**src/design/teq_pkg.sv**
```systemverilog
// ----------------------------------------------------------------------------
// teq_pkg
// Shared types and codes for the time ordered event queue.
// ----------------------------------------------------------------------------
package teq_pkg;

	localparam int CAPACITY_DEF  = 16;
	localparam int TIME_BITS_DEF = 32;
	localparam int TAG_BITS_DEF  = 16;

	localparam int ACTION_BITS = 2;
	localparam int STATUS_BITS = 2;

	localparam logic [ACTION_BITS-1:0] ACT_ENQUEUE = 2'd0;
	localparam logic [ACTION_BITS-1:0] ACT_DEQUEUE = 2'd1;
	localparam logic [ACTION_BITS-1:0] ACT_PEEK    = 2'd2;

	localparam logic [STATUS_BITS-1:0] ST_OK    = 2'd0;
	localparam logic [STATUS_BITS-1:0] ST_EMPTY = 2'd1;
	localparam logic [STATUS_BITS-1:0] ST_FULL  = 2'd2;

	typedef struct packed {
		logic ins;
		logic del;
	} cell_ctl_t;

endpackage

```
**src/design/teq_if.sv**
```systemverilog
// ----------------------------------------------------------------------------
// teq_req_if / teq_rsp_if
// Valid/ready channels carrying request and response words of the queue.
// ----------------------------------------------------------------------------
interface teq_req_if #(
	parameter int TIME_BITS = teq_pkg::TIME_BITS_DEF,
	parameter int TAG_BITS  = teq_pkg::TAG_BITS_DEF
);
	logic                                 valid;
	logic                                 ready;
	logic [teq_pkg::ACTION_BITS-1:0]      action;
	logic [TIME_BITS-1:0]                 event_time;
	logic [TAG_BITS-1:0]                  event_tag;

	modport source (output valid, action, event_time, event_tag, input ready);
	modport sink   (input valid, action, event_time, event_tag, output ready);
endinterface

interface teq_rsp_if #(
	parameter int TIME_BITS = teq_pkg::TIME_BITS_DEF,
	parameter int TAG_BITS  = teq_pkg::TAG_BITS_DEF,
	parameter int OCC_BITS  = $clog2(teq_pkg::CAPACITY_DEF + 1)
);
	logic                                 valid;
	logic                                 ready;
	logic [teq_pkg::STATUS_BITS-1:0]      status;
	logic [TIME_BITS-1:0]                 head_time;
	logic [TAG_BITS-1:0]                  head_tag;
	logic [OCC_BITS-1:0]                  occupancy;

	modport source (output valid, status, head_time, head_tag, occupancy, input ready);
	modport sink   (input valid, status, head_time, head_tag, occupancy, output ready);
endinterface

```
**src/design/teq_cell.sv**
```systemverilog
// ----------------------------------------------------------------------------
// teq_cell
// One slot of the sorted chain: holds an entry, shifts up on insert, down on
// removal of the head.
// ----------------------------------------------------------------------------
module teq_cell #(
	parameter int TIME_BITS = teq_pkg::TIME_BITS_DEF,
	parameter int TAG_BITS  = teq_pkg::TAG_BITS_DEF
) (
	input  logic                 clk,
	input  teq_pkg::cell_ctl_t   ctl,
	input  logic                 occupied,
	input  logic [TIME_BITS-1:0] new_time,
	input  logic [TAG_BITS-1:0]  new_tag,
	input  logic                 left_after,
	input  logic [TIME_BITS-1:0] left_time,
	input  logic [TAG_BITS-1:0]  left_tag,
	input  logic [TIME_BITS-1:0] right_time,
	input  logic [TAG_BITS-1:0]  right_tag,
	output logic                 after,
	output logic [TIME_BITS-1:0] time_q,
	output logic [TAG_BITS-1:0]  tag_q
);

	// new word lands at or before this slot
	assign after = !occupied || (new_time < time_q);

	always_ff @(posedge clk) begin
		if (ctl.ins && after) begin
			if (left_after) begin
				time_q <= left_time;
				tag_q  <= left_tag;
			end else begin
				time_q <= new_time;
				tag_q  <= new_tag;
			end
		end else if (ctl.del) begin
			time_q <= right_time;
			tag_q  <= right_tag;
		end
	end

endmodule

```
**src/design/time_ordered_event_queue.sv**
```systemverilog
// ----------------------------------------------------------------------------
// time_ordered_event_queue
// Bounded priority queue of events sorted by time, built as a chain of cells.
// ----------------------------------------------------------------------------
// Response valid is registered and rises in the cycle after a request is accepted.
// Throughput: 1 word per cycle; every cell compares and shifts in parallel.
// Stalls only while a response waits and the sink holds ready low.
// Reset: arst_n clears the entry count and response valid; slots hold
// undefined values until written.
module time_ordered_event_queue #(
	parameter int CAPACITY  = teq_pkg::CAPACITY_DEF,
	parameter int TIME_BITS = teq_pkg::TIME_BITS_DEF,
	parameter int TAG_BITS  = teq_pkg::TAG_BITS_DEF
) (
	input  logic      clk,
	input  logic      arst_n,
	teq_req_if.sink   req,
	teq_rsp_if.source rsp
);

	localparam int OCC_BITS = $clog2(CAPACITY + 1);

	logic [OCC_BITS-1:0]  count_q;
	logic                 rsp_valid_q;
	logic [teq_pkg::STATUS_BITS-1:0] status_q;
	logic [TIME_BITS-1:0] head_time_q;
	logic [TAG_BITS-1:0]  head_tag_q;

	logic                 acc;
	logic                 empty;
	logic                 full;
	teq_pkg::cell_ctl_t   ctl;

	logic [TIME_BITS-1:0] time_c   [CAPACITY];
	logic [TAG_BITS-1:0]  tag_c    [CAPACITY];
	logic                 after_c  [CAPACITY];
	logic                 l_after  [CAPACITY];
	logic [TIME_BITS-1:0] l_time   [CAPACITY];
	logic [TAG_BITS-1:0]  l_tag    [CAPACITY];
	logic [TIME_BITS-1:0] r_time   [CAPACITY];
	logic [TAG_BITS-1:0]  r_tag    [CAPACITY];

	assign req.ready = !rsp_valid_q || rsp.ready;
	assign acc       = req.valid && req.ready;
	assign empty     = (count_q == '0);
	assign full      = (count_q == OCC_BITS'(CAPACITY));

	assign ctl.ins = acc && (req.action == teq_pkg::ACT_ENQUEUE) && !full;
	assign ctl.del = acc && (req.action == teq_pkg::ACT_DEQUEUE) && !empty;

	for (genvar g = 0; g < CAPACITY; g++) begin : g_cell
		if (g == 0) begin : g_first
			assign l_after[g] = 1'b0;
			assign l_time[g]  = '0;
			assign l_tag[g]   = '0;
		end else begin : g_mid
			assign l_after[g] = after_c[g-1];
			assign l_time[g]  = time_c[g-1];
			assign l_tag[g]   = tag_c[g-1];
		end
		if (g == CAPACITY - 1) begin : g_last
			assign r_time[g] = '0;
			assign r_tag[g]  = '0;
		end else begin : g_inner
			assign r_time[g] = time_c[g+1];
			assign r_tag[g]  = tag_c[g+1];
		end

		teq_cell #(
			.TIME_BITS (TIME_BITS),
			.TAG_BITS  (TAG_BITS)
		) u_cell (
			.clk        (clk),
			.ctl        (ctl),
			.occupied   (OCC_BITS'(g) < count_q),
			.new_time   (req.event_time),
			.new_tag    (req.event_tag),
			.left_after (l_after[g]),
			.left_time  (l_time[g]),
			.left_tag   (l_tag[g]),
			.right_time (r_time[g]),
			.right_tag  (r_tag[g]),
			.after      (after_c[g]),
			.time_q     (time_c[g]),
			.tag_q      (tag_c[g])
		);
	end

	always_ff @(posedge clk or negedge arst_n) begin
		if (!arst_n) begin
			count_q     <= '0;
			rsp_valid_q <= 1'b0;
		end else begin
			if (ctl.ins) begin
				count_q <= count_q + OCC_BITS'(1);
			end else if (ctl.del) begin
				count_q <= count_q - OCC_BITS'(1);
			end
			if (acc) begin
				rsp_valid_q <= 1'b1;
			end else if (rsp.ready) begin
				rsp_valid_q <= 1'b0;
			end
		end
	end

	always_ff @(posedge clk) begin
		if (acc) begin
			status_q    <= teq_pkg::ST_OK;
			head_time_q <= '0;
			head_tag_q  <= '0;
			unique case (req.action)
				teq_pkg::ACT_ENQUEUE: begin
					if (full) begin
						status_q <= teq_pkg::ST_FULL;
					end
				end
				teq_pkg::ACT_DEQUEUE, teq_pkg::ACT_PEEK: begin
					if (empty) begin
						status_q <= teq_pkg::ST_EMPTY;
					end else begin
						head_time_q <= time_c[0];
						head_tag_q  <= tag_c[0];
					end
				end
				default: begin
				end
			endcase
		end
	end

	assign rsp.valid     = rsp_valid_q;
	assign rsp.status    = status_q;
	assign rsp.head_time = head_time_q;
	assign rsp.head_tag  = head_tag_q;
	assign rsp.occupancy = count_q;

	a_count_bound: assert property (@(posedge clk) disable iff (!arst_n)
		count_q <= OCC_BITS'(CAPACITY))
		else $error("entry count above capacity");

	a_insert_count: assert property (@(posedge clk) disable iff (!arst_n)
		ctl.ins |=> count_q == $past(count_q) + OCC_BITS'(1))
		else $error("insert did not advance the count");

	a_head_sorted: assert property (@(posedge clk) disable iff (!arst_n)
		count_q >= OCC_BITS'(2) |-> time_c[0] <= time_c[1])
		else $error("head entries out of order");

	a_dequeue_head: assert property (@(posedge clk) disable iff (!arst_n)
		ctl.del |=> rsp.head_time == $past(time_c[0]) && rsp.status == teq_pkg::ST_OK)
		else $error("dequeue returned wrong head");

endmodule

```
**src/flat_wrapper.sv**
```systemverilog
// flat-port wrapper written by rule: the top's interface ports become plain ports
module time_ordered_event_queue_flat 
#(
	parameter int CAPACITY  = teq_pkg::CAPACITY_DEF,
	parameter int TIME_BITS = teq_pkg::TIME_BITS_DEF,
	parameter int TAG_BITS  = teq_pkg::TAG_BITS_DEF
)
  (clk, arst_n, req_valid, req_action, req_event_time, req_event_tag, req_ready, rsp_valid, rsp_status, rsp_head_time, rsp_head_tag, rsp_occupancy, rsp_ready);
  teq_req_if #(.TIME_BITS(TIME_BITS), .TAG_BITS(TAG_BITS)) req_i ();
  teq_rsp_if #(.TIME_BITS(TIME_BITS), .TAG_BITS(TAG_BITS)) rsp_i ();
  input  logic clk;
  input  logic arst_n;
  input wire logic [$bits(req_i.valid)-1:0] req_valid;
  input wire logic [$bits(req_i.action)-1:0] req_action;
  input wire logic [$bits(req_i.event_time)-1:0] req_event_time;
  input wire logic [$bits(req_i.event_tag)-1:0] req_event_tag;
  output wire logic [$bits(req_i.ready)-1:0] req_ready;
  output wire logic [$bits(rsp_i.valid)-1:0] rsp_valid;
  output wire logic [$bits(rsp_i.status)-1:0] rsp_status;
  output wire logic [$bits(rsp_i.head_time)-1:0] rsp_head_time;
  output wire logic [$bits(rsp_i.head_tag)-1:0] rsp_head_tag;
  output wire logic [$bits(rsp_i.occupancy)-1:0] rsp_occupancy;
  input wire logic [$bits(rsp_i.ready)-1:0] rsp_ready;
  assign req_i.valid = req_valid;
  assign req_i.action = req_action;
  assign req_i.event_time = req_event_time;
  assign req_i.event_tag = req_event_tag;
  assign req_ready = req_i.ready;
  assign rsp_valid = rsp_i.valid;
  assign rsp_status = rsp_i.status;
  assign rsp_head_time = rsp_i.head_time;
  assign rsp_head_tag = rsp_i.head_tag;
  assign rsp_occupancy = rsp_i.occupancy;
  assign rsp_i.ready = rsp_ready;
  time_ordered_event_queue #(.CAPACITY(CAPACITY), .TIME_BITS(TIME_BITS), .TAG_BITS(TAG_BITS)) u_core (.clk(clk), .arst_n(arst_n), .req(req_i), .rsp(rsp_i));
endmodule
```
**config.mk**
```make
export PLATFORM = sky130hd
export DESIGN_NAME = time_ordered_event_queue_flat
export DESIGN_NICKNAME = d
export VERILOG_FILES = /design/src/design/teq_pkg.sv /design/src/design/teq_if.sv /design/src/design/teq_cell.sv /design/src/design/time_ordered_event_queue.sv /design/src/flat_wrapper.sv
export SDC_FILE = /design/constraint.sdc
export NUM_CORES = 2
export LEC_CHECK = 0
export BUFFER_PORTS_ARGS = -buffer_cell sky130_fd_sc_hd__buf_2
export CAP_MARGIN = 40
export CORE_MARGIN = 2
export CORE_UTILIZATION = 50
export CTS_BUF_LIST = sky130_fd_sc_hd__clkbuf_8
export CTS_CLUSTER_SIZE = 14
export DETAILED_ROUTE_END_ITERATION = 16
export PLACE_DENSITY = 0.76
export SYNTH_ARGS = -nofsm -noshare
export SYNTH_HDL_FRONTEND = slang
export SYNTH_SLANG_ARGS = --single-unit
```
**constraint.sdc**
```tcl
create_clock -name clk -period 18.4 [get_ports clk]
set_clock_uncertainty 0.05 [all_clocks]
set_input_delay 0.92 -clock clk [delete_from_list [all_inputs] [get_ports clk]]
set_output_delay 0.92 -clock clk [all_outputs]
set_load 0.02 [all_outputs]
```
==> metrics <==
Met3 Routed Length=about 10000 um; TritonCTS Buffers=about 150; Synth top area share=~46%; Register-to-Register Path Depth=10; kind of critical path=in -> reg; DIE AREA=110200 um^2; critical path depth=11; Period minus WS final=around 5000 ps; reg2reg setup slack=13630 ps; synth top area cells=edfxtp_1 (46%), mux2i_1 (12%), ha_1 (12%); hold crit path type=in -> reg; worst r2r src=u_core.g_cell[9].u_cell.time_q[18]$_DFFE_PP_; delay-heaviest family, CP=compound AO/OA/AOI/OAI gates; I/O pins=about 110; capture point of the worst reg-to-reg path=u_core.g_cell[10].u_cell.tag_q[11]$_DFFE_PP_; Final Non-Filler Cells=6795; Syn Inst Count=~5200; Max-Slew Margin vs Limit=about a third; slowest CP cell=buf_4; initial antenna violation count=2; vias in the first global route=42170; Post-DP HPWL=104400 um; RD Place Congestion=0.9198; grt total ovfl=0; Final Hold Fails=0; Max-Cap Viols=0; Worst EP required=18930 ps; Power Density=around 97 nW/um^2; Worst-Skew Late Latency=840 ps; critical-path cell list=buf_2 -> buf_4 -> ha_1 -> a21oi_1 -> nand2_1 -> a2111oi_0 -> a31oi_1 -> o22ai_4 -> buf_4 -> mux2_1 -> mux2_2; final period utilization=26.52%; filler instances=9133; DR vias=41660; worst slew pin tran=971.8 ps; Post-CTS Setup Inserts=0; crit-path max cell delay=820 ps; number of port buffers=110; Met1 Wirelength=63750 um; Routed WL=149900 um; clock buffer depth=3; Post-layout nets=roughly 6000; Setup TNS Final=0 ps; clock tree sinks=slightly above 800; vias per cell=~6; Core Region=106900 um^2; count of standard-cell rows=120; Die Wd=331.9 um; Post-Syn Nets=5785; post-synthesis average cell area=about 10 um^2; Worst Path Arrival=roughly 5400 ps; TritonRoute pass-1 iters=6; root buffer cell=clkbuf_8; CP bufs+invs=3; Worst setup SP type=primary input; CP startpoint=req_event_time[18]; DRT iter0 DRCs=4290; Residual DRC=0; Layout area overhead=9.356%; Critical Path End=u_core.g_cell[10].u_cell.tag_q[11]$_DFFE_PP_; RSZ-0062 raised after global routing=false; post-synth top area cell=edfxtp_1; first-pass GRT wire length=between 200000 and 250000 um; Mapped Area=53760 um^2; Pleak=between 20 and 30 nW; status=complete, no violations; predominant post-synthesis flop cell=edfxtp_1; crit end category=register; Fmax=0.2049 GHz; layout cells sized above 1=10.71%; metal2 WL=slightly above 70000 um; Max Slew Vio Count=0; H-tree levels=4; EDFF count, synth=818; Top Layer Used=met4; PnR Total Power=roughly 5.7 mW; register area share after synthesis=between 40% and 50%; Final Setup Violations=0; #FFs+latches synth=about 800; CTS tree=done; Global Route Usage Sum=26.70%; largest net degree at the start of global routing=98; cell count after placement=6528; Max FO, Critical Path=72; VDD IR-drop max=between 0.00005 and 0.00006 V; Warnings, synthesis=0; Wirelength per Cell=around 22 um; Netlist cell types=66; clk slew on worst S/H paths=around 60 ps; Die Y=331.9 um; initial core utilization=slightly above 50%; most used cell, CP=buf_4; Final ANT Viol Nets=0; async set-reset flop share out of synthesis=less than 1%
## report_power, final
group	switching (mW)	total, mW	internal [mW]
Clock	0.818	1.68	0.858
Sequential	0.112	2.39	2.28
Combinational	0.998	1.61	0.611
## cell type report
type | instances | area (um^2) | share of cell area (%)
timing repair buffer | 221 | 1559 | 2.652
sequential | 824 | 24710 | 42.04
clock buffer | 154 | 2120 | 3.605
multi-input combinational | 3575 | 26100 | 44.40
clock inverter | 105 | 616.8 | 1.049
antenna | 3 | 7.507 | 0.01277
tap | 1403 | 1755 | 2.986
inverter | 510 | 1914 | 3.256
## worst reg2reg max path: stages (launching register included)
cell and delay (ps):
edfxtp_1 410, inv_1 60, ha_1 310, a21oi_1 160
nand2_1 100, a2111oi_0 700, a31oi_1 420, o22ai_4 710
buf_4 820, mux2_1 500, mux2_2 270
## through the flow
stage               worst slack, ps  hold slack, ps  instance area, um^2  util, %
finish                        13520           248.5                58790    54.99
global route                  13400           252.2                58780    54.99
CTS                           13710           206.2                58730    54.94
detailed placement            12840           474.0                55980    52.37
global placement              12520           455.3                55750    52.15
floorplan                     11200           474.8                53760        -
## metal layers
metal	up-vias	track usage, %
met4	0	9.101
met2	1628	44.25
met1	20580	35.92
li1	19140	-
met5	-	0
met3	309	3.836
## layout by cell type (no fill, tap or decap), drive strengths merged, types with 9 or more instances in the layout
| cell | Yosys | layout |
|---|---|---|
| nand3 | 110 | 110 |
| inv | 510 | 550 |
| a31oi | 58 | 58 |
| a41oi | 10 | 10 |
| o211ai | 9 | 9 |
| and3 | 54 | 54 |
| a21o | 35 | 35 |
| mux2i | 668 | 668 |
| ha | 502 | 502 |
| clkbuf | 215 | 155 |
| a211oi | 30 | 30 |
| nor2 | 505 | 505 |
| o21ai | 291 | 291 |
| nor3 | 22 | 22 |
| a221oi | 14 | 14 |
| buf | 105 | 218 |
| o21a | 11 | 11 |
| nand2 | 240 | 240 |
| mux2 | 117 | 117 |
| a2111oi | 12 | 12 |
| nand2b | 26 | 26 |
| nor4 | 17 | 17 |
| nand4 | 44 | 44 |
| edfxtp | 818 | 818 |
| clkinv | 0 | 53 |
| nor3b | 10 | 10 |
| a21oi | 700 | 700 |
| and4 | 22 | 22 |
## cell families after synthesis
family | count (synthesis) | synth area share (%)
AO/OA/AOI/OAI | 1214 | 12.41
AND/OR/NAND/NOR | 1070 | 8.835
buffers and inverters | 830 | 6.072
flip-flops | 824 | 45.97
multiplexers | 785 | 14.96
adder cells (fa/ha/maj) | 502 | 11.68
XOR/XNOR | 4 | 0.06516
## cells in the mapped netlist (20+ instances only)
library cell	number
a211oi_1	30
a21o_1	35
a21oi_1	700
a31oi_1	58
and3_1	54
and4_1	22
buf_1	20
buf_2	74
clkbuf_1	215
edfxtp_1	818
ha_1	502
inv_1	510
mux2_2	103
mux2i_1	668
nand2_1	240
nand2b_1	26
nand3_1	110
nand4_1	44
nor2_1	505
nor3_1	22
o21ai_0	289
## sequential cells by signal (all words and copies together), names as in the netlist
signal                       flops
u_core.rsp.valid                 1
u_core.rsp.head_time            32
u_core.g_cell.u_cell.time_q    512
u_core.g_cell.u_cell.tag_q     256
u_core.rsp.status                2
u_core.rsp.occupancy             5
u_core.rsp.head_tag             16
## worst min-delay path by stage
stage | slack (ps) | end | cells past startpoint | start
after floorplan | 470 | u_core.g_cell[14].u_cell.tag_q[0]$_DFFE_PP_ | 1 | u_core.g_cell[15].u_cell.tag_q[0]$_SDFFCE_PN0P_
after global placement | 460 | u_core.rsp.valid$_DFFE_PN0P_ | 2 | u_core.rsp.valid$_DFFE_PN0P_
after detailed placement | 470 | u_core.rsp.valid$_DFFE_PN0P_ | 2 | u_core.rsp.valid$_DFFE_PN0P_
after CTS | 210 | u_core.rsp.valid$_DFFE_PN0P_ | 2 | req_valid
after global routing | 250 | u_core.rsp.valid$_DFFE_PN0P_ | 2 | req_valid
final | 250 | u_core.rsp.valid$_DFFE_PN0P_ | 2 | req_valid
## timing repair
item	in CTS	in global routing
hold buffers	1	0
hold endpoints to repair	6	0
resized for setup	0	0
(Power assumes the default switching activity.)
